<file path="src/rtl/core/st_pkg.sv">
// Package for the source tokenizer: token codes, pending kinds, character
// constants, the token beat struct and the character classification functions.
// Depends on nothing.
package st_pkg;

    // Default width of the offset and length counters.
    localparam int OFFSET_BITS_DEF = 16;
    // Width of the reported offset and length fields.
    localparam int FIELD_BITS = 16;
    // Depth of the output token queue.
    localparam int TOKQ_DEPTH = 4;
    // Number of buffered identifier characters.
    localparam int KW_DEPTH = 6;

    // Token types.
    localparam logic [4:0] TT_ILLEGAL   = 5'd0;
    localparam logic [4:0] TT_EOF       = 5'd1;
    localparam logic [4:0] TT_IDENT     = 5'd2;
    localparam logic [4:0] TT_INT       = 5'd3;
    localparam logic [4:0] TT_ASSIGN    = 5'd4;
    localparam logic [4:0] TT_PLUS      = 5'd5;
    localparam logic [4:0] TT_MINUS     = 5'd6;
    localparam logic [4:0] TT_BANG      = 5'd7;
    localparam logic [4:0] TT_STAR      = 5'd8;
    localparam logic [4:0] TT_SLASH     = 5'd9;
    localparam logic [4:0] TT_LT        = 5'd10;
    localparam logic [4:0] TT_GT        = 5'd11;
    localparam logic [4:0] TT_EQ        = 5'd12;
    localparam logic [4:0] TT_NOTEQ     = 5'd13;
    localparam logic [4:0] TT_COMMA     = 5'd14;
    localparam logic [4:0] TT_SEMICOLON = 5'd15;
    localparam logic [4:0] TT_LPAREN    = 5'd16;
    localparam logic [4:0] TT_RPAREN    = 5'd17;
    localparam logic [4:0] TT_LBRACE    = 5'd18;
    localparam logic [4:0] TT_RBRACE    = 5'd19;
    localparam logic [4:0] TT_FN        = 5'd20;
    localparam logic [4:0] TT_LET       = 5'd21;
    localparam logic [4:0] TT_TRUE      = 5'd22;
    localparam logic [4:0] TT_FALSE     = 5'd23;
    localparam logic [4:0] TT_IF        = 5'd24;
    localparam logic [4:0] TT_ELSE      = 5'd25;
    localparam logic [4:0] TT_RETURN    = 5'd26;

    // Kind of token under construction.
    localparam logic [2:0] PK_NONE   = 3'd0;
    localparam logic [2:0] PK_IDENT  = 3'd1;
    localparam logic [2:0] PK_INT    = 3'd2;
    localparam logic [2:0] PK_ASSIGN = 3'd3;
    localparam logic [2:0] PK_BANG   = 3'd4;

    // Characters with a role of their own.
    localparam logic [7:0] CH_NUL        = 8'h00;
    localparam logic [7:0] CH_TAB        = 8'h09;
    localparam logic [7:0] CH_LF         = 8'h0A;
    localparam logic [7:0] CH_CR         = 8'h0D;
    localparam logic [7:0] CH_SPACE      = 8'h20;
    localparam logic [7:0] CH_EQUALS     = 8'h3D;
    localparam logic [7:0] CH_BANG       = 8'h21;
    localparam logic [7:0] CH_UNDERSCORE = 8'h5F;

    // Keyword spellings, first character in the top byte.
    localparam logic [15:0] KW_FN     = "fn";
    localparam logic [15:0] KW_IF     = "if";
    localparam logic [23:0] KW_LET    = "let";
    localparam logic [31:0] KW_TRUE   = "true";
    localparam logic [31:0] KW_ELSE   = "else";
    localparam logic [39:0] KW_FALSE  = "false";
    localparam logic [47:0] KW_RETURN = "return";

    // One token beat as it leaves the block.
    typedef struct packed {
        logic [4:0]            token_type;
        logic [FIELD_BITS-1:0] start_offset;
        logic [FIELD_BITS-1:0] token_length;
        logic                  last;
    } t_token;

    // First characters of an identifier; entry 0 is the first character.
    typedef logic [KW_DEPTH-1:0][7:0] t_kw_buf;

    // Write request into the keyword buffer.
    typedef struct packed {
        logic       we;
        logic [2:0] idx;
        logic [7:0] data;
    } t_kw_write;

    // Letters and underscore make up identifiers.
    function automatic logic is_word_char(input logic [7:0] c);
        return c inside {[8'h61:8'h7A], [8'h41:8'h5A], CH_UNDERSCORE};
    endfunction

    function automatic logic is_digit(input logic [7:0] c);
        return c inside {[8'h30:8'h39]};
    endfunction

    function automatic logic is_space(input logic [7:0] c);
        return c inside {CH_SPACE, CH_TAB, CH_LF, CH_CR};
    endfunction

    // Token type of a single-character operator or delimiter.
    function automatic logic [4:0] single_type(input logic [7:0] c);
        logic [4:0] t;
        case (c)
            8'h2B:   t = TT_PLUS;
            8'h2D:   t = TT_MINUS;
            8'h2A:   t = TT_STAR;
            8'h2F:   t = TT_SLASH;
            8'h3C:   t = TT_LT;
            8'h3E:   t = TT_GT;
            8'h2C:   t = TT_COMMA;
            8'h3B:   t = TT_SEMICOLON;
            8'h28:   t = TT_LPAREN;
            8'h29:   t = TT_RPAREN;
            8'h7B:   t = TT_LBRACE;
            8'h7D:   t = TT_RBRACE;
            default: t = TT_ILLEGAL;
        endcase
        return t;
    endfunction

    // Keyword lookup from the buffered characters and an identifier length
    // of at most six.
    function automatic logic [4:0] kw_type(input t_kw_buf b, input logic [2:0] len);
        logic [4:0] t;
        t = TT_IDENT;
        case (len)
            3'd2: begin
                if ({b[0], b[1]} == KW_FN) t = TT_FN;
                else if ({b[0], b[1]} == KW_IF) t = TT_IF;
            end
            3'd3: begin
                if ({b[0], b[1], b[2]} == KW_LET) t = TT_LET;
            end
            3'd4: begin
                if ({b[0], b[1], b[2], b[3]} == KW_TRUE) t = TT_TRUE;
                else if ({b[0], b[1], b[2], b[3]} == KW_ELSE) t = TT_ELSE;
            end
            3'd5: begin
                if ({b[0], b[1], b[2], b[3], b[4]} == KW_FALSE) t = TT_FALSE;
            end
            3'd6: begin
                if ({b[0], b[1], b[2], b[3], b[4], b[5]} == KW_RETURN) t = TT_RETURN;
            end
            default: t = TT_IDENT;
        endcase
        return t;
    endfunction

endpackage

</file>
<file path="src/rtl/core/source_tokenizer.sv">
// Source tokenizer: one character per beat in, one token per beat out.
// A character passes the input register and then the token queue.
// Throughput: 1 character per cycle; the step stalls while the 4-entry token queue
// holds more than 2 tokens, so characters that cause two tokens use output cycles.
// Reset (synchronous, active low) clears the tokenizer state, offset, input
// register and queue; the keyword buffer is not cleared.
module source_tokenizer #(
    parameter int OFFSET_BITS = st_pkg::OFFSET_BITS_DEF
) (
    input  logic        i_clk,
    input  logic        i_rst_n,
    input  logic        i_valid,
    output logic        o_ready,
    input  logic [7:0]  i_ch,
    output logic        o_valid,
    input  logic        i_ready,
    output logic [4:0]  o_token_type,
    output logic [15:0] o_start_offset,
    output logic [15:0] o_token_length,
    output logic        o_last
);

    localparam int CNT_W = $clog2(st_pkg::TOKQ_DEPTH + 1);

    logic                   r_ch_valid;
    logic [7:0]             r_ch;
    logic [2:0]             r_kind;
    logic [OFFSET_BITS-1:0] r_start;
    logic [OFFSET_BITS-1:0] r_len;
    logic [OFFSET_BITS-1:0] r_off;
    st_pkg::t_kw_buf        r_kw_buf;

    logic [2:0]             n_kind;
    logic [OFFSET_BITS-1:0] n_start;
    logic [OFFSET_BITS-1:0] n_len;
    logic [OFFSET_BITS-1:0] n_off;
    st_pkg::t_kw_write      kw_wr;
    logic [1:0]             tok_cnt;
    st_pkg::t_token         tok0;
    st_pkg::t_token         tok1;
    st_pkg::t_token         q_tok;
    logic [CNT_W-1:0]       q_count;
    logic                   fire;
    logic                   pop;

    // The step runs when a character is held and the queue has room for two.
    assign fire    = r_ch_valid && (q_count <= CNT_W'(st_pkg::TOKQ_DEPTH - 2));
    assign o_ready = !r_ch_valid || fire;
    assign pop     = o_valid && i_ready;

    // Input register.
    always_ff @(posedge i_clk) begin
        if (!i_rst_n) begin
            r_ch_valid <= 1'b0;
        end else if (o_ready) begin
            r_ch_valid <= i_valid;
        end
    end

    always_ff @(posedge i_clk) begin
        if (i_valid && o_ready) begin
            r_ch <= i_ch;
        end
    end

    st_step #(
        .OFFSET_BITS(OFFSET_BITS)
    ) u_step (
        .i_ch      (r_ch),
        .i_kind    (r_kind),
        .i_start   (r_start),
        .i_len     (r_len),
        .i_off     (r_off),
        .i_kw_buf  (r_kw_buf),
        .o_kind    (n_kind),
        .o_start   (n_start),
        .o_len     (n_len),
        .o_off     (n_off),
        .o_kw_wr   (kw_wr),
        .o_tok_cnt (tok_cnt),
        .o_tok0    (tok0),
        .o_tok1    (tok1)
    );

    // Tokenizer state.
    always_ff @(posedge i_clk) begin
        if (!i_rst_n) begin
            r_kind  <= st_pkg::PK_NONE;
            r_start <= '0;
            r_len   <= '0;
            r_off   <= '0;
        end else if (fire) begin
            r_kind  <= n_kind;
            r_start <= n_start;
            r_len   <= n_len;
            r_off   <= n_off;
        end
    end

    // Keyword buffer holds the first characters of the current identifier.
    always_ff @(posedge i_clk) begin
        if (fire && kw_wr.we) begin
            r_kw_buf[kw_wr.idx] <= kw_wr.data;
        end
    end

    st_token_fifo u_fifo (
        .i_clk      (i_clk),
        .i_rst_n    (i_rst_n),
        .i_push_cnt (fire ? tok_cnt : 2'd0),
        .i_tok0     (tok0),
        .i_tok1     (tok1),
        .i_pop      (pop),
        .o_count    (q_count),
        .o_tok      (q_tok)
    );

    assign o_valid        = (q_count != '0);
    assign o_token_type   = q_tok.token_type;
    assign o_start_offset = q_tok.start_offset;
    assign o_token_length = q_tok.token_length;
    assign o_last         = q_tok.last;

endmodule

</file>
<file path="src/rtl/core/st_step.sv">
// Combinational next-state and token logic of the source tokenizer for one
// character. Depends on st_pkg.
module st_step #(
    parameter int OFFSET_BITS = st_pkg::OFFSET_BITS_DEF
) (
    input  logic [7:0]             i_ch,
    input  logic [2:0]             i_kind,
    input  logic [OFFSET_BITS-1:0] i_start,
    input  logic [OFFSET_BITS-1:0] i_len,
    input  logic [OFFSET_BITS-1:0] i_off,
    input  st_pkg::t_kw_buf        i_kw_buf,
    output logic [2:0]             o_kind,
    output logic [OFFSET_BITS-1:0] o_start,
    output logic [OFFSET_BITS-1:0] o_len,
    output logic [OFFSET_BITS-1:0] o_off,
    output st_pkg::t_kw_write      o_kw_wr,
    output logic [1:0]             o_tok_cnt,
    output st_pkg::t_token         o_tok0,
    output st_pkg::t_token         o_tok1
);

    localparam logic [OFFSET_BITS-1:0] OFF_MAX = '1;

    function automatic logic [OFFSET_BITS-1:0] sat_inc(input logic [OFFSET_BITS-1:0] v);
        return (v == OFF_MAX) ? v : v + OFFSET_BITS'(1);
    endfunction

    // Clamp a counter value to the reported field width.
    function automatic logic [st_pkg::FIELD_BITS-1:0] clamp(
        input logic [OFFSET_BITS-1:0] v
    );
        logic [31:0] w;
        w = 32'(v);
        return (w > 32'h0000_FFFF) ? 16'hFFFF : w[st_pkg::FIELD_BITS-1:0];
    endfunction

    st_pkg::t_token flush_tok;
    st_pkg::t_token cur_tok;
    logic           flush_v;
    logic           cur_v;
    logic           consumed;

    // Resolve the pending token, then handle the character from idle.
    always_comb begin
        flush_v   = 1'b0;
        cur_v     = 1'b0;
        consumed  = 1'b0;
        flush_tok = '0;
        cur_tok   = '0;
        o_kind    = i_kind;
        o_start   = i_start;
        o_len     = i_len;
        o_off     = i_off;
        o_kw_wr.we   = 1'b0;
        o_kw_wr.idx  = i_len[2:0];
        o_kw_wr.data = i_ch;

        case (i_kind)
            st_pkg::PK_IDENT: begin
                if (st_pkg::is_word_char(i_ch)) begin
                    o_kw_wr.we = (i_len < OFFSET_BITS'(st_pkg::KW_DEPTH));
                    o_len      = sat_inc(i_len);
                    o_off      = sat_inc(i_off);
                    consumed   = 1'b1;
                end else begin
                    flush_v                = 1'b1;
                    flush_tok.token_type   = (i_len <= OFFSET_BITS'(st_pkg::KW_DEPTH)) ?
                                             st_pkg::kw_type(i_kw_buf, i_len[2:0]) :
                                             st_pkg::TT_IDENT;
                    flush_tok.start_offset = clamp(i_start);
                    flush_tok.token_length = clamp(i_len);
                end
            end
            st_pkg::PK_INT: begin
                if (st_pkg::is_digit(i_ch)) begin
                    o_len    = sat_inc(i_len);
                    o_off    = sat_inc(i_off);
                    consumed = 1'b1;
                end else begin
                    flush_v                = 1'b1;
                    flush_tok.token_type   = st_pkg::TT_INT;
                    flush_tok.start_offset = clamp(i_start);
                    flush_tok.token_length = clamp(i_len);
                end
            end
            st_pkg::PK_ASSIGN, st_pkg::PK_BANG: begin
                flush_v                = 1'b1;
                flush_tok.start_offset = clamp(i_start);
                if (i_ch == st_pkg::CH_EQUALS) begin
                    flush_tok.token_type   = (i_kind == st_pkg::PK_ASSIGN) ?
                                             st_pkg::TT_EQ : st_pkg::TT_NOTEQ;
                    flush_tok.token_length = 16'd2;
                    o_kind                 = st_pkg::PK_NONE;
                    o_off                  = sat_inc(i_off);
                    consumed               = 1'b1;
                end else begin
                    flush_tok.token_type   = (i_kind == st_pkg::PK_ASSIGN) ?
                                             st_pkg::TT_ASSIGN : st_pkg::TT_BANG;
                    flush_tok.token_length = 16'd1;
                end
            end
            default: ;
        endcase

        if (!consumed) begin
            o_kind = st_pkg::PK_NONE;
            if (i_ch == st_pkg::CH_NUL) begin
                // End of text: emit EOF and restart the offset.
                cur_v                = 1'b1;
                cur_tok.token_type   = st_pkg::TT_EOF;
                cur_tok.start_offset = clamp(i_off);
                cur_tok.token_length = '0;
                o_off                = '0;
            end else begin
                o_off = sat_inc(i_off);
                if (st_pkg::is_space(i_ch)) begin
                    o_kind = st_pkg::PK_NONE;
                end else if (i_ch == st_pkg::CH_EQUALS || i_ch == st_pkg::CH_BANG) begin
                    o_kind  = (i_ch == st_pkg::CH_EQUALS) ? st_pkg::PK_ASSIGN : st_pkg::PK_BANG;
                    o_start = i_off;
                    o_len   = OFFSET_BITS'(1);
                end else if (st_pkg::is_word_char(i_ch)) begin
                    o_kind      = st_pkg::PK_IDENT;
                    o_start     = i_off;
                    o_len       = OFFSET_BITS'(1);
                    o_kw_wr.we  = 1'b1;
                    o_kw_wr.idx = 3'd0;
                end else if (st_pkg::is_digit(i_ch)) begin
                    o_kind  = st_pkg::PK_INT;
                    o_start = i_off;
                    o_len   = OFFSET_BITS'(1);
                end else begin
                    cur_v                = 1'b1;
                    cur_tok.token_type   = st_pkg::single_type(i_ch);
                    cur_tok.start_offset = clamp(i_off);
                    cur_tok.token_length = 16'd1;
                end
            end
        end

        // Order the beats: the flushed token goes first, last marks the final one.
        cur_tok.last = 1'b1;
        if (flush_v) begin
            flush_tok.last = !cur_v;
            o_tok0         = flush_tok;
            o_tok1         = cur_tok;
            o_tok_cnt      = cur_v ? 2'd2 : 2'd1;
        end else begin
            o_tok0    = cur_tok;
            o_tok1    = cur_tok;
            o_tok_cnt = {1'b0, cur_v};
        end
    end

endmodule

</file>
<file path="src/rtl/core/st_token_fifo.sv">
// Small token queue of the source tokenizer: takes up to two beats per cycle
// and hands out one. Depends on st_pkg.
module st_token_fifo (
    input  logic                                   i_clk,
    input  logic                                   i_rst_n,
    input  logic [1:0]                             i_push_cnt,
    input  st_pkg::t_token                         i_tok0,
    input  st_pkg::t_token                         i_tok1,
    input  logic                                   i_pop,
    output logic [$clog2(st_pkg::TOKQ_DEPTH+1)-1:0] o_count,
    output st_pkg::t_token                         o_tok
);

    localparam int DEPTH = st_pkg::TOKQ_DEPTH;
    localparam int PTR_W = $clog2(DEPTH);
    localparam int CNT_W = $clog2(DEPTH + 1);

    st_pkg::t_token r_mem [DEPTH];
    logic [PTR_W-1:0] r_wr;
    logic [PTR_W-1:0] r_rd;
    logic [CNT_W-1:0] r_count;
    logic [PTR_W-1:0] wr_next;

    assign wr_next = r_wr + PTR_W'(1);

    // Entry storage: one or two beats land per cycle.
    always_ff @(posedge i_clk) begin
        if (i_push_cnt != 2'd0) begin
            r_mem[r_wr] <= i_tok0;
        end
        if (i_push_cnt == 2'd2) begin
            r_mem[wr_next] <= i_tok1;
        end
    end

    // Pointers and fill count.
    always_ff @(posedge i_clk) begin
        if (!i_rst_n) begin
            r_wr    <= '0;
            r_rd    <= '0;
            r_count <= '0;
        end else begin
            r_wr    <= r_wr + PTR_W'(i_push_cnt);
            r_rd    <= r_rd + PTR_W'(i_pop);
            r_count <= r_count + CNT_W'(i_push_cnt) - CNT_W'(i_pop);
        end
    end

    assign o_count = r_count;
    assign o_tok   = r_mem[r_rd];

endmodule

</file>
<file path="config.mk">
export PLATFORM = sky130hd
export DESIGN_NAME = source_tokenizer
export DESIGN_NICKNAME = d
export VERILOG_FILES = /design/src/rtl/core/st_pkg.sv /design/src/rtl/core/source_tokenizer.sv /design/src/rtl/core/st_step.sv /design/src/rtl/core/st_token_fifo.sv
export SDC_FILE = /design/constraint.sdc
export NUM_CORES = 1
export LEC_CHECK = 0
export ABC_AREA = 1
export BUFFER_PORTS_ARGS = -buffer_cell sky130_fd_sc_hd__buf_4
export CAP_MARGIN = 20
export CORE_ASPECT_RATIO = 1.4
export CORE_MARGIN = 1
export CORE_UTILIZATION = 35
export DETAILED_ROUTE_END_ITERATION = 10
export GPL_TIMING_DRIVEN = 0
export PLACE_DENSITY_LB_ADDON = 0.3
export SYNTH_ARGS = -nofsm -noshare
export SYNTH_HDL_FRONTEND = slang
export SYNTH_HIERARCHICAL = 1
export SYNTH_SLANG_ARGS = --single-unit
</file>
<file path="constraint.sdc">
create_clock -name i_clk -period 8.8 [get_ports i_clk]
set_input_delay 0.44 -clock i_clk [delete_from_list [all_inputs] [get_ports i_clk]]
set_output_delay 0.44 -clock i_clk [all_outputs]
set_load 0.01 [all_outputs]
</file>
==> results of run 1 <==
[power by group through the flow]
stage                     sequential, uW  clock, uW  combinational, uW
final                               1580       1230               1430
after global routing                1590       1310               1590
after CTS                           1580       1260               1440
after detailed placement            1610          0               1430
after global placement              1610          0               1400
after floorplan                     1590          0                909
[sequential cells by signal, indices dropped and copies added, names as in the netlist]
| register | flops |
|---|---|
| r_ch | 8 |
| r_ch_valid | 1 |
| r_kind | 3 |
| r_kw_buf | 48 |
| r_len | 16 |
| r_off | 16 |
| r_start | 16 |
| u_fifo/o_count | 3 |
| u_fifo/r_mem | 152 |
| u_fifo/r_rd | 2 |
| u_fifo/r_wr | 2 |
[cells by family (layout without fill, tap and decap cells)]
group / count (synthesis) / count (layout) / synth area share, %
xor gates and xnor gates: 15 / 15 / 0.846
other: 2 / 16 / 0.0484
AOI/OAI and AO/OA: 415 / 415 / 14.2
adders and majority gates: 14 / 14 / 1.18
DFF: 267 / 267 / 47.8
and+or+nand+nor: 856 / 856 / 23.0
buffers and inverters: 438 / 544 / 12.9
[Yosys cell counts, drive strengths merged]
cell type,instances,area [um^2]
a211oi,3,22.5
a21boi,1,7.51
a21oi,118,594
a31oi,6,37.5
and2,1,6.26
buf,73,512
clkbuf,53,320
clkinv,1,3.75
conb,2,7.51
dfxtp,59,1180
edfxtp,208,6250
fa,1,20.0
ha,13,163
inv,311,1170
nand2,503,1900
nand3,112,571
nand3b,2,15.0
nand4,14,87.6
nor2,193,806
nor3,21,115
nor3b,3,22.5
nor4,4,25.0
o211ai,39,293
o21a,1,7.51
o21ai,244,1220
o21bai,2,15.0
o31ai,1,7.51
or2,3,18.8
xnor2,1,8.76
xor2,14,123
[metal layers]
metal / vias to the layer above / GRT usage (%) / share of wire (%)
li1: 6689 / - / -
met1: 6154 / 21.3 / 39
met2: 382 / 37.6 / 53
met3: 95 / 1.87 / 4.7
met4: 0 / 7.89 / 3.0
met5: - / 0 / 0
[cell type report]
| cell class | instances | area [um^2] | share of cell area, % |
|---|---|---|---|
| flip-flops and latches | 267 | 7430 | 41.9 |
| multi-input cells | 1316 | 6160 | 34.8 |
| inverters | 312 | 1170 | 6.61 |
| plain buffers | 126 | 832 | 4.70 |
| clock buffers | 33 | 741 | 4.18 |
| well taps | 558 | 698 | 3.94 |
| repair buffers | 55 | 463 | 2.61 |
| clock inverters | 18 | 213 | 1.20 |
[path summary, 6_finish.rpt]
kind	from	end	slack (ns)	cells after the start
hold / removal	i_ch[7]	r_ch[7]$_DFFE_PP_	0.05	1
hold reg to reg	r_start[11]$_SDFFE_PN0N_	r_start[11]$_SDFFE_PN0N_	0.48	2
setup / recovery	r_ch[7]$_DFFE_PP_	u_fifo/r_mem[1][28]$_DFFE_PP_	4.44	19
setup reg to reg	r_ch[7]$_DFFE_PP_	u_fifo/r_mem[1][28]$_DFFE_PP_	4.44	19
[per-stage QoR]
| step | setup slack, ns | hold WS [ns] | std cells | utilization, % | area [um^2] |
|---|---|---|---|---|---|
| floorplan | 5.09 | 0.446 | 2021 | - | 15600 |
| global placement | 3.53 | 0.459 | 2630 | 37.9 | 16700 |
| detailed placement | 4.53 | 0.468 | 2634 | 38.1 | 16800 |
| CTS | 4.48 | 0.0173 | 2685 | 40.3 | 17700 |
| global route | 4.18 | 0.0282 | 2685 | 40.3 | 17700 |
| finish | 4.44 | 0.0498 | 2685 | 40.3 | 17700 |
==> flow_results.org, run 1 <==
** Power
- In this run switching power makes up 35.4% of total power.
- Leak :: 0.00693 uW
- Summing internal, switching and leakage power gives 4250 uW.
- Ratio of total power to cell area :: 240 nW/um^2
- Part of the power in registers :: 37.3%
- Worst vdd ir :: 0.145 mV
- Combinational share of power :: 33.7%
- Of the total power, the clock network draws 29.1%.
- Switching pwr :: 1500 uW
- Internal power of the cells :: 2740 uW

** Floorplanning
- The floorplan step defined a die boundary enclosing 45,200 um^2.
- During I/O placement, the number of pins put on the boundary was 52.
- From bottom edge to top edge, the die measures 251 um.
- The die is 180 um wide.
- In this run the standard cell core region covers 43,900 um^2.
- The initial utilization of the core area, before any placement, comes to 35.3%.
- Row cnt :: 91

** Drt
- After the first detailed-routing iteration, the DRC count stood at 882.
- In the routed design, unresolved DRC markers number 0.
- Once detail routing completed, the nets flagged for antenna violations numbered 0.
- Detailed Routing Iterations Pass 1 :: 5
- Routed length per instance :: 16.4 um
- Detailed-route vias per instance :: 4.96
- For this block, the routed nets add up to 44.0 mm of wire.
- Number of vias after detailed routing :: 13,300

** Placement
- Buffers placed on the I/O ports in this run total 51.
- Post-detail-place hpwl :: 32.8 mm
- Weighted congestion reported at the end of routability-driven placement :: 0.884

** Synthesis
- The share of the Yosys chip area taken by registers is 47.8%.
- Number of synthesized register bits :: 267
- Avg Inst Size Synth :: 7.74 um^2
- Count of cell types in the netlist :: 46
- Gate Count Post-Synth :: 2,007
- The Yosys step of the flow raised 6 warnings.
- Summed instance area of the synthesized netlist :: 15,500 um^2

** Global route
- Number of antenna violations at the first check in global routing :: 0
- Wire length of the first global-routing pass :: 69.2 mm
- Number of global-route vias before repair :: 13,100
- Overall track demand over capacity in global routing :: 19.4%
- Global routing finished with a remaining overflow of 0.
- Largest net degree at the start of global routing :: 28

** Worst setup path
- The critical path contains buffers and inverters numbering 8 combined.
- Largest incremental delay on the critical path :: 0.51 ns
- Critical path start-end classification :: reg2reg
- Worst path cell trace :: nor2_2 > inv_1 > nor2_2 > inv_2 > nor2_2 > inv_2 > nand2_2 > nand2_2 > nor2_4 > buf_6 > inv_2 > ha_1 > inv_1 > nor2_1 > nor2_4 > nand2_1 > clkbuf_1 > nand2_2 > buf_12
- At the worst endpoint, the arrival time is 4.66 ns.
- Along the worst path, the maximum fanout reaches 25.
- On the critical path, the stage with the largest delay is an instance of nor2_1.
- The worst setup path is launched from a flip-flop.
- STA classifies the critical path endpoint as a flip-flop.
- Critical path required time :: 9.10 ns
- Delay-heaviest family, CP :: simple AND/OR/NAND/NOR gates

** Clock network
- The cell sitting at the root of the clock tree is a clkbuf_16.
- The clock reaches the later pin of the worst-skew pair after 0.57 ns.
- TritonCTS built the clock tree.
- After clock tree synthesis, the clock-pin slew on the worst setup and hold paths is 0.06 ns.
- Once the clock tree was built, the setup fixing pass inserted 0 buffers.
- The number of clock buffers added by TritonCTS is 28.
- CTS sink cnt :: 267
- Maximum number of buffers from clock root to sink :: 3
- CTS Hold Bufs :: 0
- Quantity of gates resized following cts :: 0
- H-tree Lvls :: 1

** Cells and area
- The post-route netlist has 10.7% of its cells at a drive strength greater than 1.
- The repair_antennas step left the layout with diodes totalling 0.
- Fillers :: 4,483
- After the last flow step, the layout net total stands at 2,132.
- Commonest non-fill, non-tap cell in the layout :: nand2_1
- In the layout the commonest cells are nand2_1, inv_1, edfxtp_1.
- Area grow syn2layout :: 14.0%

** STA
- Time the final worst path needs with I/O delays and setup :: 4.36 ns
- Setup violations remaining at the end of the flow were counted as 0.
- At the pin with the least slew margin, the transition time is 0.765 ns.
- Fmax achieved :: 0.229 GHz
- Worst rel slew slack :: 48.6%
- The number of hold violations in the final report is 0.
- In the finished design, the share of the clock period the worst path needs comes to 49.6%.
- Final-report max-slew violation count :: 0
- Unrepaired setup endpoints after global routing :: false
- Setup total negative slack on the finished layout was measured at 0 ns.
- Post-route clock skew :: 0.0224 ns

** Outcome
- Result of the run :: complete, no violations

** Hold path
- The worst hold path belongs to the class in2reg.

** Run
- Number of max-capacitance violations reported :: 0
Power figures use the tool's default switching activity.
==> inputs of run 2 (changes only) <==
==> constraint.sdc (replaced) <==
create_clock -name i_clk -period 4.04 [get_ports i_clk]
set_input_delay 0.202 -clock i_clk [delete_from_list [all_inputs] [get_ports i_clk]]
set_output_delay 0.202 -clock i_clk [all_outputs]
set_load 0.01 [all_outputs]
==> flow_results.org, run 2 (synthesis results as in run 1) <==
** Floorplanning
- The overall die area is 45,200 um^2 (unchanged).
- The number of I/O pins was 52 (unchanged).
- The site row count came to 91 (unchanged).
- Horizontal die dimension :: 180 um (unchanged)
- Core Footprint :: 43,900 um^2 (unchanged)
- The effective utilization at floorplan was 35.3% (unchanged).
- Height of the chip :: 251 um (unchanged)

** Drt
- The overall routed net length is 44.1 mm (+0.31%).
- Detailed Routing Iterations Pass 1 :: 5 (unchanged)
- Number of vias after detailed routing :: 13,400 (+0.71%)
- The routed via count divided by cell count came to 4.98 (+0.38%).
- The post-route DRC violation count came to 0 (unchanged).
- Routed length per instance :: 16.4 um (about the same)
- The number of nets still failing antenna checks after routing is 0 (unchanged).
- The number of design-rule violations left by the first detailed-router iteration is 908 (+2.9%).

** Run
- Number of max-capacitance violations reported :: 0 (unchanged)

** STA
- The achievable clock frequency is 0.267 GHz (+17%).
- The number of slew-limit violations in the final report came to 0 (unchanged).
- The final worst-path cycle share is 92.6% (+43 points).
- The setup TNS is 0 ns (unchanged).
- Post-route clock skew :: 0.0207 ns (-0.00168 ns)
- The final critical path time including I/O delays and setup came to 3.74 ns (-0.622 ns).
- Endpoints failing setup :: 0 (unchanged)
- The max-slew headroom at the worst pin is 47.7% (-0.83 points).
- The pin slew with the least headroom to its limit came to 0.781 ns (+0.0165 ns).
- The number of hold violations in the final report is 0 (unchanged).
- Unrepaired setup endpoints after global routing :: false

** Clock network
- TritonCTS built the clock tree.
- The cell sitting at the root of the clock tree is a clkbuf_16.
- Number of buffers created by CTS :: 28 (unchanged)
- The clock transition at the registers of the reported paths came to 0.06 ns (about the same).
- The number of setup buffers added after CTS is 0 (unchanged).
- CTS sink cnt :: 267 (unchanged)
- The number of levels the H-tree was split into is 1 (unchanged).
- Clock latency reported for the late side of the worst-skew pair :: 0.56 ns (about the same)
- Maximum number of buffers from clock root to sink :: 3 (unchanged)

** Worst setup path
- The critical path in this run is classified as reg2reg.
- STA classifies the critical path startpoint as a flip-flop.
- The critical path required time is 4.34 ns (-4.76 ns).
- Worst Setup End Kind :: flip-flop
- The worst path arrival time was 4.04 ns (-0.62 ns).
- Top fanout value on the critical path :: 25 (unchanged)

** Cells and area
- Relative to the synthesized area, the layout overhead comes to 14.8%.
- Multi-input combinational cell area :: 6190 um^2 (+0.45%)
- Most frequent cells in the layout :: nand2_1, inv_1, edfxtp_1
- The register with the most flip-flops in the final layout is u_fifo/r_mem.
- Fillers :: 4,478 (-0.11%)
- Layout net count :: 2,141 (+0.42%)
- Layout cells sized above 1 :: 10.9% (+0.19 points)
- The final instance count without filler cells was 2,694 (+0.34%).
- The number of flip-flops under the largest register name was 152 (unchanged).
- The sequential cell area in the final layout was 7430 um^2 (unchanged).
- The library cell used most frequently in the layout, excluding fill and tap cells, is nand2_1.
- The final antenna diode count was 0 (unchanged).
- Largest regs :: u_fifo/r_mem (152), r_kw_buf (48)

** Placement
- Post-detail-place hpwl :: 32.8 mm (unchanged)
- The placed instance count is 2,634 (unchanged).
- The count of buffers from port buffering is 51 (unchanged).
- The last weighted congestion value of the routability-driven placer was 0.884 (unchanged).

** Global route
- Largest net degree at the start of global routing :: 28 (unchanged)
- The global-route wire length before repair was 69.2 mm (+0.11%).
- Number of antenna violations at the first check in global routing :: 0 (unchanged)
- Overall overflow remaining after global route :: 0 (unchanged)
- The via count of the first global-routing pass was 13,100 (+0.17%).
- The global-route usage over all layers was 19.4% (about the same).

** Power
- Leak :: 0.00698 uW (+0.72%)
- The worst ir drop on vdd was 0.316 mV (+120%).
- Ratio of total power to cell area :: 519 nW/um^2 (+120%)

** Hold path
- Tightest Hold Check Type :: in2reg

** Outcome
- Result of the run :: complete, no violations
run 2: final timing paths:
path	end	cells past startpoint	from	slack, ns
setup / recovery	u_fifo/r_mem[1][22]$_DFFE_PP_	19	r_ch[7]$_DFFE_PP_	0.30
hold / removal	r_ch[6]$_DFFE_PP_	2	i_ch[6]	0.36
setup reg to reg	u_fifo/r_mem[1][22]$_DFFE_PP_	19	r_ch[7]$_DFFE_PP_	0.30
hold reg to reg	r_start[11]$_SDFFE_PN0N_	2	r_start[11]$_SDFFE_PN0N_	0.48
run 2: power by group:
group	leakage, uW	total [uW]	internal, uW	switching [uW]
clock network	0.000450	2690	1570	1110
registers	0.00250	3450	3290	152
logic	0.00403	3130	1110	2020
total	0.00698	9260	5980	3280
run 2: final cells by class:
| type | instances | area share (%) |
|---|---|---|
| buffer | 125 | 4.66 |
| timing repair buffer | 65 | 3.16 |
| clock buffer | 33 | 4.15 |
| clock inverter | 18 | 1.19 |
| tap | 558 | 3.91 |
| sequential | 267 | 41.6 |
| multi-input combinational | 1316 | 34.7 |
| inverter | 312 | 6.57 |
run 2: worst max-delay path, cell delays in order, from the launching register on:
cell and delay, ns:
edfxtp_1 0.44, nor2_2 0.19, inv_1 0.07, nor2_2 0.18, inv_2 0.07, nor2_2 0.16
inv_2 0.07, nand2_2 0.10, nand2_2 0.10, nor2_4 0.10, buf_6 0.15, inv_2 0.05
ha_1 0.27, inv_1 0.04, nor2_2 0.34, nor2_4 0.09, nand2_1 0.20, clkbuf_2 0.34
nand2_4 0.23, buf_12 0.25
run 2: stage by stage:
| stage | total power, uW | hold WS (ns) | setup WS, ns | cell area, um^2 | util [%] |
|---|---|---|---|---|---|
| 3_3_place_gp | 6550 | 0.382 | -1.23 | 16700 | 37.9 |
| 5_1_grt | 9810 | 0.336 | 0.0163 | 17800 | 40.6 |
| 3_5_place_dp | 6620 | 0.381 | -0.231 | 16800 | 38.1 |
| 6_report | 9260 | 0.356 | 0.300 | 17800 | 40.6 |
| 2_1_floorplan | 5440 | 0.295 | 0.328 | 15600 | - |
| 4_1_cts | 9330 | 0.319 | 0.00366 | 17800 | 40.5 |
run 2: repair_timing:
| action | CTS | global route |
|---|---|---|
| pin swaps | 0 | 0 |
| resized for setup | 2 | 8 |
| hold buffers | 10 | 0 |
| endpoints found under the setup margin | 90 | 137 |
| endpoints found under the hold margin | 16 | 0 |
run 2: per-layer routing:
| layer | share of wire (%) | GRT usage (%) |
|---|---|---|
| met4 | 3.1 | 7.84 |
| met3 | 4.8 | 1.85 |
| met1 | 39 | 21.3 |
| met5 | 0 | 0 |
| met2 | 53 | 37.7 |
==> inputs of run 3 (changes only) <==
==> constraint.sdc (replaced) <==
create_clock -name i_clk -period 4.04 [get_ports i_clk]
set_input_delay 0.808 -clock i_clk [delete_from_list [all_inputs] [get_ports i_clk]]
set_output_delay 0.808 -clock i_clk [all_outputs]
set_load 0.01 [all_outputs]
==> flow_results.org, run 3 (synthesis results as in run 1) <==
** Outcome
- Result of the run :: complete, no violations

** STA
- Final-report max-slew violation count :: 0 (unchanged)
- Final Hold Slack :: 0.420 ns (+0.0642 ns)
- Setup repair after global routing left no endpoint under its margin.
- The final worst-path cycle share was 92.6% (about the same).
- The achievable clock frequency is 0.267 GHz (about the same).
- The number of hold violations in the final report was 0 (unchanged).
- Post-route clock skew :: 0.0211 ns (+0.000410 ns)
- The setup violation total in the final timing report came to 0 (unchanged).
- The setup TNS came to 0 ns (unchanged).
- Time the final worst path needs with I/O delays and setup :: 3.74 ns (+0.00165 ns)
- Measured slew at the worst slew-check pin :: 0.782 ns (+0.000909 ns)
- Worst rel slew slack :: 47.4% (-0.34 points)

** Clock network
- The number of hold-repair buffers added at the cts stage was 0 (-10).
- H-tree Lvls :: 1 (unchanged)
- Root cell of the clock tree :: clkbuf_16
- Number of buffers created by CTS :: 28 (unchanged)
- TritonCTS built the clock tree.
- CTS sink cnt :: 267 (unchanged)
- Clock latency reported for the late side of the worst-skew pair :: 0.56 ns (about the same)
- The clock transition at the registers of the reported paths came to 0.06 ns (about the same).
- Maximum number of buffers from clock root to sink :: 3 (unchanged)

** Worst setup path
- The depth of the most critical reg-to-reg path was 18 (-1).
- The worst path arrival time is 4.01 ns (-0.03 ns).
- The buffer and inverter count on the worst path came to 7 (-1).
- Worst setup path startpoint :: r_ch[7]$_DFFE_PP_
- Critical path start-end classification :: reg2reg
- On the critical path, the stage with the largest delay is an instance of clkbuf_1.
- On the critical path the largest part of the delay comes from simple AND/OR/NAND/NOR gates.
- Worst Setup End Kind :: flip-flop
- Counting stages on the worst path, the most repeated cell is nor2_2.
- RR Startpoint :: r_ch[7]$_DFFE_PP_
- The highest cell delay on the worst timing path was 0.51 ns (+0.07 ns).
- Kind of start point of the critical path :: flip-flop
- The critical path required time came to 4.31 ns (-0.03 ns).
- Top fanout value on the critical path :: 14 (-44%)
- The slack of the worst reg-to-reg path was 0.30 ns (about the same).
- The critical path goes through nor2_2 > inv_1 > nor2_2 > inv_2 > nor2_2 > inv_2 > nand2_2 > nand2_2 > nor2_4 > buf_6 > inv_2 > ha_1 > inv_1 > nor2_2 > nor2_4 > nand2_2 > clkbuf_1 > o21ai_0.
- In this run the critical register-to-register path is captured at u_fifo/r_mem[2][22]$_DFFE_PP_.

** Cells and area
- The final antenna diode count came to 0 (unchanged).
- Count of non-filler cells in the finished layout :: 2,684 (-0.37%)
- Largest regs :: u_fifo/r_mem (152), r_kw_buf (48)
- Top register by number of flip-flops :: u_fifo/r_mem
- Max reg flops :: 152 (unchanged)
- The area occupied by multi-input gates is 6190 um^2 (unchanged).
- Most frequent cells in the layout :: nand2_1, inv_1, edfxtp_1
- The layout cell share with drive strength beyond 1 is 10.9% (+0.051 points).
- Area grow syn2layout :: 14.2%
- Leaving out fill and tap cells, the most frequent cell in the layout is nand2_1.
- The utilization after layout is 40.4% (-0.23 points).
- Layout net count :: 2,131 (-0.47%)
- The fill cell total of the finished layout came to 4,486 (+0.18%).
- The sequential cell area in the final layout came to 7430 um^2 (unchanged).

** Power
- The part of the total power dissipated in sequential elements came to 37.2% (about the same).
- Switching pwr :: 3280 uW (about the same)
- The leakage power figure is 0.00694 uW (-0.60%).
- The switching share of power came to 35.5% (about the same).
- Worst vdd ir :: 0.317 mV (+0.35%)
- The clock network fraction of total power is 29.0% (about the same).
- The internal power was 5980 uW (-0.11%).
- Combinational share of power :: 33.7% (about the same)
- Total power consumption of the routed design :: 9260 uW (about the same)
- The total power per unit cell area is 522 nW/um^2 (+0.49%).

** Drt
- The number of nets still failing antenna checks after routing was 0 (unchanged).
- Detailed Routing Iterations Pass 1 :: 6 (+1)
- The overall routed net length was 44.0 mm (-0.22%).
- The met1 routed wirelength after detailed routing was 17.1 mm (-0.35%).
- The met2 layer wire length in the routed design is 23.4 mm (-0.29%).
- Amount of wire on met3 after detailed routing :: 2.18 mm (+2.4%)
- The routed wirelength normalized by instance count is 16.4 um (+0.15%).
- The post-route DRC violation count was 0 (unchanged).
- The number of vias in the routed layout was 13,400 (-0.32%).
- The routed via count divided by cell count came to 4.98 (about the same).
- The detailed router used layers up to and including met4.
- The number of design-rule violations left by the first detailed-router iteration came to 931 (+2.5%).

** Run
- The number of violations of the max-capacitance limit came to 0 (unchanged).

** Floorplanning
- The total core area is 43,900 um^2 (unchanged).
- Row cnt :: 91 (unchanged)
- The vertical extent of the die came to 251 um (unchanged).
- Horizontal die dimension :: 180 um (unchanged)
- Area of the die :: 45,200 um^2 (unchanged)
- The number of I/O pins came to 52 (unchanged).
- Initial core utilization :: 35.3% (unchanged)

** Global route
- The number of antenna violations at the first check in global routing is 0 (unchanged).
- The via count of the first global-routing pass came to 13,100 (-0.18%).
- The global-route usage over all layers came to 19.4% (about the same).
- Overall overflow remaining after global route :: 0 (unchanged)
- The largest net degree at the start of global routing was 28 (unchanged).
- The global-route wire length before repair came to 69.2 mm (about the same).

** Placement
- Weighted congestion reported at the end of routability-driven placement :: 0.884 (unchanged)
- Post-detail-place hpwl :: 32.8 mm (unchanged)
- The count of buffers from port buffering was 51 (unchanged).
- The placed instance count was 2,634 (unchanged).

** Hold path
- Tightest Hold Check Type :: in2reg
- The number of instances on the worst hold path was 1 (-1).
- The worst hold path begins at i_ch[7].
- Terminating pin of the worst hold path :: r_ch[7]$_DFFE_PP_
==> run 3: cell type report <==
cell class / instances / area share, %
clock buffers: 33 / 4.18
clock inverters: 18 / 1.20
plain buffers: 125 / 4.68
multi-input cells: 1316 / 34.9
flip-flops and latches: 267 / 41.9
inverters: 312 / 6.60
well taps: 558 / 3.94
repair buffers: 55 / 2.61
==> run 3: layer usage <==
layer | global-route usage [%] | vias up
li1 | - | 6693
met1 | 21.4 | 6167
met2 | 37.6 | 417
met3 | 1.87 | 95
met4 | 7.84 | 0
met5 | 0 | -
==> run 3: power groups by stage <==
stage / combinational, uW / clock [uW] / sequential, uW
global route: 3480 / 2840 / 3470
finish: 3120 / 2690 / 3450
global placement: 3040 / 0 / 3510
floorplan: 1980 / 0 / 3460
CTS: 3130 / 2740 / 3440
detailed placement: 3120 / 0 / 3500
==> run 3: worst max-delay path by stage <==
stage / endpoint / depth (start not counted)
after global routing: u_fifo/r_mem[2][25]$_DFFE_PP_ / 18
after floorplan: u_fifo/r_mem[1][0]$_DFFE_PP_ / 18
after global placement: u_fifo/r_mem[1][11]$_DFFE_PP_ / 18
after CTS: u_fifo/r_mem[0][28]$_DFFE_PP_ / 19
after detailed placement: u_fifo/r_mem[1][26]$_DFFE_PP_ / 19
final: u_fifo/r_mem[2][22]$_DFFE_PP_ / 18
==> run 3: worst register-to-register path: cells and delay by family (launching register included) <==
| kind | cells | cell delay, ns |
|---|---|---|
| compound gates | 1 | 0.19 |
| simple gates | 9 | 1.57 |
| fa+ha+maj | 1 | 0.27 |
| flops | 1 | 0.44 |
| buf+inv | 7 | 0.98 |
==> run 3: per-stage QoR <==
stage / setup WS [ns] / cell area (um^2)
finish: 0.298 / 17700
floorplan: 0.328 / 15600
global route: 0.0163 / 17700
detailed placement: -0.231 / 16800
global placement: -1.23 / 16700
CTS: 0.00366 / 17700
==> run 3: what timing repair did <==
action | CTS | global route
gates resized for setup | 2 | 8
endpoints found under the setup margin | 90 | 139
buffers inserted | 0 | 0
